$ cat src/design/b64sd_pkg.sv
// Package for the base64 stream decoder: result type, status codes and decode helpers.
`timescale 1ns / 1ps
`default_nettype none

package b64sd_pkg;

	localparam int CountWidth = 16;
	localparam int TotalWidth = 16;
	localparam int ResDepth   = 3;

	localparam logic [1:0] StatData = 2'd0;
	localparam logic [1:0] StatOk   = 2'd1;
	localparam logic [1:0] StatFail = 2'd2;

	localparam logic [7:0] ChCr  = 8'h0D;
	localparam logic [7:0] ChLf  = 8'h0A;
	localparam logic [7:0] ChPad = 8'h3D;

	typedef struct packed {
		logic                  is_last;
		logic [TotalWidth-1:0] byte_total;
		logic [1:0]            status;
		logic [7:0]            data_byte;
	} res_t;

	// bit 6 set when the character is in the alphabet, bits 5:0 the sextet
	function automatic logic [6:0] sextet_of(input logic [7:0] ch);
		logic [6:0] r;
		r = '0;
		case (ch) inside
			[8'h41:8'h5A]: r = {1'b1, 6'(ch - 8'h41)};
			[8'h61:8'h7A]: r = {1'b1, 6'(ch - 8'h47)};
			[8'h30:8'h39]: r = {1'b1, 6'(ch + 8'h04)};
			8'h2B:         r = {1'b1, 6'd62};
			8'h2F:         r = {1'b1, 6'd63};
			default:       r = '0;
		endcase
		return r;
	endfunction

	function automatic logic [CountWidth-1:0] sat_inc(input logic [CountWidth-1:0] c);
		return (&c) ? c : c + CountWidth'(1);
	endfunction

	function automatic logic [TotalWidth-1:0] shown(input logic [CountWidth-1:0] c);
		logic [CountWidth+TotalWidth-1:0] wide;
		logic [CountWidth+TotalWidth-1:0] lim;
		wide = (CountWidth+TotalWidth)'(c);
		lim  = (CountWidth+TotalWidth)'({TotalWidth{1'b1}});
		return (wide > lim) ? {TotalWidth{1'b1}} : TotalWidth'(wide);
	endfunction

endpackage

`default_nettype wire

$ cat src/design/base64_stream_decoder_top.sv
// Base64 stream decoder: character decode, group assembly and result queue.
//
//  channel  dir  tdata                          tuser/tlast
//  s_*      in   symbol[7:0]                    tuser = end_of_text
//  m_*      out  data_byte[7:0] total[23:8]     tuser = status, tlast = is_last
//
// A character is decoded in the cycle it is accepted; its bytes enter a
// three-entry result queue and leave one per cycle while m_tready is high.
// Items that give no result are taken while the queue drains; an item
// with results waits until the queue is empty or holds its last entry
// being taken. Reset clears group state, error and count.
`timescale 1ns / 1ps
`default_nettype none

module base64_stream_decoder_top import b64sd_pkg::*; (
	input  wire logic        clk,
	input  wire logic        arst_n,
	input  wire logic        s_tvalid,
	output logic             s_tready,
	input  wire logic [7:0]  s_tdata,   // symbol[7:0]
	input  wire logic        s_tuser,   // end_of_text
	output logic             m_tvalid,
	input  wire logic        m_tready,
	output logic [23:0]      m_tdata,   // data_byte[7:0], byte_total[23:8]
	output logic [1:0]       m_tuser,   // status[1:0]
	output logic             m_tlast
);

	logic [17:0]           accum_q;
	logic [1:0]            pos_q;
	logic [1:0]            pad_q;
	logic                  err_q;
	logic [CountWidth-1:0] ctr_q;

	res_t                  res_q [ResDepth];
	logic [1:0]            cnt_q;

	logic [17:0]           accum_d;
	logic [1:0]            pos_d;
	logic [1:0]            pad_d;
	logic                  err_d;
	logic [CountWidth-1:0] ctr_d;
	logic [23:0]           word;
	logic [1:0]            nb;
	logic                  fin;
	logic [1:0]            nres;
	logic [CountWidth-1:0] cinc [ResDepth+1];
	res_t                  res_d [ResDepth];
	logic                  accept;
	logic                  take;

	always_comb begin
		logic [6:0] sx;
		logic [5:0] v;
		logic [2:0] pads;
		logic       ok;
		accum_d = accum_q;
		pos_d   = pos_q;
		pad_d   = pad_q;
		err_d   = err_q;
		word    = '0;
		nb      = '0;
		fin     = 1'b0;
		sx      = sextet_of(s_tdata);
		v       = '0;
		pads    = '0;
		ok      = 1'b0;
		if (s_tuser) begin
			fin = 1'b1;
			if (!err_q) begin
				if (pos_q == 2'd1) begin
					err_d = 1'b1;
				end else if (pos_q == 2'd2) begin
					word = {accum_q[11:0], 12'd0};
					pads = 3'(pad_q) + 3'd2;
				end else if (pos_q == 2'd3) begin
					word = {accum_q, 6'd0};
					pads = 3'(pad_q) + 3'd1;
				end
				if (pos_q[1])
					nb = (pads >= 3'd3) ? 2'd0 : 2'(3'd3 - pads);
			end
			accum_d = '0;
			pos_d   = '0;
			pad_d   = '0;
		end else if (!err_q && !(pos_q == 2'd0 && (s_tdata == ChCr || s_tdata == ChLf))) begin
			if (s_tdata == ChPad) begin
				if (!pos_q[1]) begin
					err_d = 1'b1;
				end else begin
					pad_d = pad_q + 2'd1;
					ok    = 1'b1;
				end
			end else if (!sx[6] || pad_q != 2'd0) begin
				err_d = 1'b1;
			end else begin
				v  = sx[5:0];
				ok = 1'b1;
			end
			if (ok) begin
				if (pos_q == 2'd3) begin
					word    = {accum_q, v};
					nb      = 2'(2'd3 - pad_d);
					accum_d = '0;
					pos_d   = '0;
					pad_d   = '0;
				end else begin
					accum_d = {accum_q[11:0], v};
					pos_d   = pos_q + 2'd1;
				end
			end
		end
	end

	always_comb begin
		cinc[0] = ctr_q;
		for (int i = 1; i <= ResDepth; i++)
			cinc[i] = sat_inc(cinc[i-1]);
		ctr_d = fin ? '0 : cinc[nb];
		nres  = nb + 2'(fin);
		for (int i = 0; i < ResDepth; i++) begin
			res_d[i] = '0;
			if (2'(i) < nb) begin
				res_d[i].data_byte  = word[23-8*i -: 8];
				res_d[i].status     = StatData;
				res_d[i].byte_total = shown(cinc[i+1]);
			end else if (2'(i) == nb && fin) begin
				res_d[i].status     = err_d ? StatFail : StatOk;
				res_d[i].byte_total = shown(cinc[nb]);
				res_d[i].is_last    = 1'b1;
			end
		end
	end

	assign take     = m_tvalid && m_tready;
	assign s_tready = (cnt_q == 2'd0) || (cnt_q == 2'd1 && m_tready) || (nres == 2'd0);
	assign accept   = s_tvalid && s_tready;

	always_ff @(posedge clk or negedge arst_n) begin
		if (!arst_n) begin
			accum_q <= '0;
			pos_q   <= '0;
			pad_q   <= '0;
			err_q   <= 1'b0;
			ctr_q   <= '0;
			cnt_q   <= '0;
		end else begin
			if (accept) begin
				accum_q <= accum_d;
				pos_q   <= pos_d;
				pad_q   <= pad_d;
				err_q   <= fin ? 1'b0 : err_d;
				ctr_q   <= ctr_d;
			end
			if (accept && nres != 2'd0)
				cnt_q <= nres;
			else if (take)
				cnt_q <= cnt_q - 2'd1;
		end
	end

	// queue payload: load a whole burst, otherwise shift toward the head
	always_ff @(posedge clk) begin
		if (accept && nres != 2'd0) begin
			for (int i = 0; i < ResDepth; i++)
				res_q[i] <= res_d[i];
		end else if (take) begin
			for (int i = 0; i < ResDepth-1; i++)
				res_q[i] <= res_q[i+1];
		end
	end

	assign m_tvalid = (cnt_q != 2'd0);
	assign m_tdata  = {res_q[0].byte_total, res_q[0].data_byte};
	assign m_tuser  = res_q[0].status;
	assign m_tlast  = res_q[0].is_last;

`ifndef ASSERT_OFF
	a_load_when_free: assert property (@(posedge clk) disable iff (!arst_n)
		(accept && nres != 2'd0) |-> (cnt_q == 2'd0 || (cnt_q == 2'd1 && m_tready)))
		else $error("result burst loaded over pending results");

	a_eot_gives_result: assert property (@(posedge clk) disable iff (!arst_n)
		(accept && s_tuser) |=> m_tvalid)
		else $error("end of text produced no final status");

	a_last_is_status: assert property (@(posedge clk) disable iff (!arst_n)
		(m_tvalid && m_tlast) |-> (m_tuser == StatOk || m_tuser == StatFail))
		else $error("final result carries data status");

	a_data_not_last: assert property (@(posedge clk) disable iff (!arst_n)
		(m_tvalid && m_tuser == StatData) |-> !m_tlast)
		else $error("data byte marked last");

	a_clear_after_eot: assert property (@(posedge clk) disable iff (!arst_n)
		(accept && s_tuser) |=> (pos_q == 2'd0 && !err_q && ctr_q == '0))
		else $error("group state not cleared after end of text");
`endif

endmodule

`default_nettype wire
$ cat config.mk
export PLATFORM = sky130hd
export DESIGN_NAME = base64_stream_decoder_top
export DESIGN_NICKNAME = d
export VERILOG_FILES = /design/src/design/b64sd_pkg.sv /design/src/design/base64_stream_decoder_top.sv
export SDC_FILE = /design/constraint.sdc
export NUM_CORES = 1
export LEC_CHECK = 0
export BUFFER_PORTS_ARGS = -buffer_cell sky130_fd_sc_hd__buf_2
export CAP_MARGIN = 20
export CORE_MARGIN = 10
export CORE_UTILIZATION = 43
export CTS_BUF_LIST = sky130_fd_sc_hd__clkbuf_16
export DETAILED_ROUTE_END_ITERATION = 12
export PLACE_DENSITY_LB_ADDON = 0.2
export SYNTH_ARGS = -nofsm -noshare
export SYNTH_HDL_FRONTEND = slang
export SYNTH_SLANG_ARGS = --single-unit
$ cat constraint.sdc
create_clock -name clk -period 6.92 [get_ports clk]
set_input_delay 0.692 -clock clk [delete_from_list [all_inputs] [get_ports clk]]
set_output_delay 0.692 -clock clk [all_outputs]
set_load 0.02 [all_outputs]
After elaboration in Yosys (flattened, before gate mapping):

Memories as Yosys holds them, arrays and structs flattened.
Index checks and enable logic that the tools add are counted.

* reduce and logical (&&, ||, !) cells: 34
* $add $sub $neg: 14
* magnitude comparators: 11
* multiplexer cells: 86
* equality and inequality tests: 11
* divide/modulo/power cells: 0
* $mul: 0
* bitwise operators: 3
* shift operators: 0

Operators with widths (count)
* two-way mux 24 bit: 8
* two-way mux 18 bit: 7
* two-way mux 16 bit: 6
* two-way mux 19 bit: 3
* two-way mux 27 bit: 2
* adder 16 x 1 -> 16 bit, second input constant: 3
* AND reduction 16 bit: 3
* two-way mux 2 bit: 22
* two-way mux 7 bit: 5
* binary-select mux 16 bit (select 2 bit): 1
* == test 8 x 6 -> 1 bit, second input constant: 3
* two-way mux 8 bit: 3
* two-way mux 1 bit: 22
* == test 8 x 4 -> 1 bit, second input constant: 2
* greater-or-equal comparator 8 x 7 -> 1 bit, second input constant: 2
* <= comparator 8 x 7 -> 1 bit, second input constant: 2
* two-way mux 3 bit: 5
* logical AND 1 bit: 12
* two-way mux 6 bit: 2
* nonzero test 2 bit: 6
* greater-or-equal comparator 8 x 6 -> 1 bit, second input constant: 1
* <= comparator 8 x 6 -> 1 bit, second input constant: 1
* zero test 2 bit: 4
* adder 6 x 3 -> 6 bit, second input constant: 1
* 22 further kinds: 33

* word-level logic and storage cells: 166
* RAM bits: 81
* input bits: 13
* output and inout port bits: 29
* memories: 1
* latch bits: 0
* ROM bits: 0
* bits in registers: 41

Memories
* res_q: words 3, width 27, read ports 3, clocked after Yosys merged registers in 0, write ports 3, line base64_stream_decoder_top.sv:35 `res_t res_q [ResDepth];`

Longest topological paths before layout:

* depth after elaboration: 23
* mapped depth: 22
* mapped depth without buffers: 19

Least setup slack after synthesis:

Ideal clock, no wire load.

* kind: input-to-reg
* start point: input port s_tdata[2]
* end point: memory res_q[0][1] (netlist name) (data pin)
* setup slack: 1.707 ns
* data required time: 6.652 ns
* buffers on the path: 5
* data arrival time: 4.945 ns
* stages: 19
* setup time: 0.268 ns
* path through: clkbuf_1 -> inv_1 -> ha_1 -> nor2b_1 -> o21ai_0 -> a21oi_1 -> or2_2 -> clkbuf_1 -> a21oi_1 -> a21oi_1 -> clkinv_1 -> clkbuf_1 -> ha_1 -> o21ai_0 -> inv_1 -> nor2_1 -> clkbuf_1 -> clkbuf_1 -> o31ai_1

RTL lines
* from (decl): line base64_stream_decoder_top.sv:20 `input wire logic [7:0] s_tdata,`
* to (decl): line base64_stream_decoder_top.sv:35

==> results.yml <==
synth:
  synth_seq_area_share: 0.394
  synth_seq_cells: 122
  synthArstFlopShare: 0.336
  syn_inst: 1042
  yosysMostFrequentCell: "nand2_1"
  synth_warnings: 0
  synth_nets: 1077
  yosys-top-cells-area: "edfxtp_1 (28%), dfrtp_1 (12%), nand2_1 (6.6%)"
  synth_top_cell_area_share: 0.277
  synth_edf_count: 81
  ys_top_cells_by_count: "nand2_1 (154), nor2_1 (96), o21ai_0 (91)"
  yosys.area.top_type: "edfxtp_1"
  syn_avg_cell_area_um2: 8.43
  synthesis.area_um2: 8780
  ys.flop_type: "edfxtp_1"
  yosysUniqueCellTypes: 85
setup_path:
  path_buf_inv: 1
  cp.arrival_ps: 6420
  crit-reg2reg-launch: "ctr_q[0]$_DFFE_PN0P_"
  slowest_delay_ps: 630
  cp-start-kind: "flop"
  startpoint: "ctr_q[0]$_DFFE_PN0P_"
  cp_top_family: "simple AND/OR/NAND/NOR gates"
  worst_ep_required_time_ps: 7070
  cp_slowest_cell: "dfrtp_1"
  cp-end-kind: "flop"
  crit_path_max_fanout: 17
  crit_path_cell_trace: "ha_1 > nand3_1 > nor3_2 > nand2_1 > mux2i_1 > inv_1 > ha_1 > o221a_2 > nand3_2 > nor2_1 > nor2_1 > a21oi_1 > ha_1 > nand3_1 > nor4_4 > nand2_1 > nand2_1 > xnor2_1 > o22ai_1"
  crit_type: "reg2reg"
power_and_ir_drop:
  leakage_nw: 3.53
  power_density_nw_per_um2: 328
  vdd_drop_max_mv: 0.137
  power_mw: 3.15
cells_and_area:
  final_nets: 1065
  drive_above_1_share: 0.128
  final.fill_count: 1966
  fin_util: 0.476
  syn_to_final_growth_pct: 9.36
  diodes: 0
grt:
  grt_pass1_wl_um: 43300
  grt_start_max_net_pins: 70
  gr-usage-all-layers: 0.208
  antenna_found_initial: 0
  grt_pass1_vias: 7347
  grt_overflow_total: 0
timing:
  worst_pin_slew_ps: 968
  drv_slew: 0
  skew_ps: 12.3
  finalSetupTns_ps: 0
  hold_violations: 0
  period_needed_ps: 6270
  period_share: 0.907
  maxSlewHeadroom: 0.355
  rsz0062_at_grt: "false"
  max_freq_mhz: 159
  setup_viol: 0
detailed_routing:
  post-route-drc-count: 0
  antenna_left: 0
  drt-total-wl_um: 28000
  firstDrtPassIters: 5
  vias: 8077
  via_per_inst: 6.15
  wl_per_cell_um: 21.3
  drt_iter0_markers: 844
clock_tree:
  cts_resized: 0
  cts_tree: "built"
  htreeDepth: 4
  postCtsSetupBuffers: 0
  clock_latency_ps: 430
  cts_made_buffers: 17
  ctsHoldBuffers: 0
  cts.sinks: 122
  cts_root_buf: "clkbuf_16"
  cts.reportedPaths.clkPinSlew_ps: 60
  clockBufferDepth: 2
placement:
  place.gp.congestion: 1.02
  portBuffers: 41
  place_hpwl_um: 19600
run:
  maxCapViolCount: 0
floorplanning:
  core_um2: 20200
  num_rows: 52
  die_y_um: 163
  dieArea_um2: 26500
  die_w_um: 163
  ios: 42
  initial_utilization: 0.436
status:
  status: "completed"
min_path:
  min_path_type: "in2async"
[layout make-up]
| cell class | instances | area (µm²) | share of cell area |
|---|---|---|---|
| Multi-Input combinational cell | 802 | 4780 | 0.497 |
| Timing Repair Buffer | 59 | 353 | 0.0367 |
| Inverter | 28 | 105 | 0.0109 |
| Clock inverter | 15 | 150 | 0.0156 |
| Clock buffer | 17 | 425 | 0.0443 |
| Sequential cell | 122 | 3460 | 0.360 |
| Tap cell | 270 | 338 | 0.0352 |
[layer usage]
layer	routed length, µm	global-route usage
met1	12600	0.291
met2	12100	0.303
met3	2470	0.0470
met4	782	0.0832
met5	0	0
[flip-flops by register name, indices dropped and copies added (netlist names)]
signal / flops
res_q: 81
accum_q: 18
ctr_q: 16
cnt_q: 2
pad_q: 2
pos_q: 2
err_q: 1
[worst paths after layout]
check / endpoint / slack [ps] / depth (start not counted)
setup / recovery: res_q[1][13]$_DFFE_PP_ / 650 / 19
hold / removal: ctr_q[8]$_DFFE_PN0P_ / 350 / 2
setup reg to reg: res_q[1][13]$_DFFE_PP_ / 650 / 19
hold reg to reg: accum_q[12]$_DFFE_PN0P_ / 460 / 2
max in group asynchronous: ctr_q[1]$_DFFE_PN0P_ / 6100 / 2
min in group clk: accum_q[12]$_DFFE_PN0P_ / 460 / 2
[per-stage QoR]
stage,hold WS [ps],std cells,worst slack (ps),area [µm²]
2_1_floorplan,396,1042,1710,8780
3_5_place_dp,449,1281,807,9030
6_report,346,1313,647,9610
3_3_place_gp,442,1281,986,9030
5_1_grt,405,1313,211,9610
4_1_cts,377,1313,826,9610
[power breakdown]
part | leakage [nW] | switching (mW) | internal, mW
clock | 0.276 | 0.398 | 0.480
sequential | 1.35 | 0.122 | 1.03
combinational | 1.90 | 0.794 | 0.327
[cell usage in the layout (no fill, tap or decap), types with 9 or more instances in the layout]
master     instances
nand2_1          153
nor2_1            95
xor2_1            10
a31oi_1           21
a21o_1            10
o31ai_1           23
or2_2             11
and2_1            10
nand2b_1           9
o21ai_0           91
clkbuf_16         17
dfrtp_1           41
nor3_1            19
and3_1            21
inv_1             26
mux2i_1           12
xnor2_1           18
buf_2             41
edfxtp_1          81
ha_1              22
nand3_1           39
nand4_1           11
buf_4             17
o22ai_1           12
a21oi_1           71
[cells by family after synthesis]
family / count (synthesis) / share of synthesized area
DFF: 122 / 0.394
adders and majority gates: 22 / 0.0313
other: 1 / 0.000427
muxes: 16 / 0.0188
buffers and inverters: 118 / 0.0645
and+or+nand+nor: 429 / 0.239
AOI/OAI and AO/OA: 306 / 0.224
xor gates and xnor gates: 28 / 0.0279
Power figures use the tool's default switching activity.
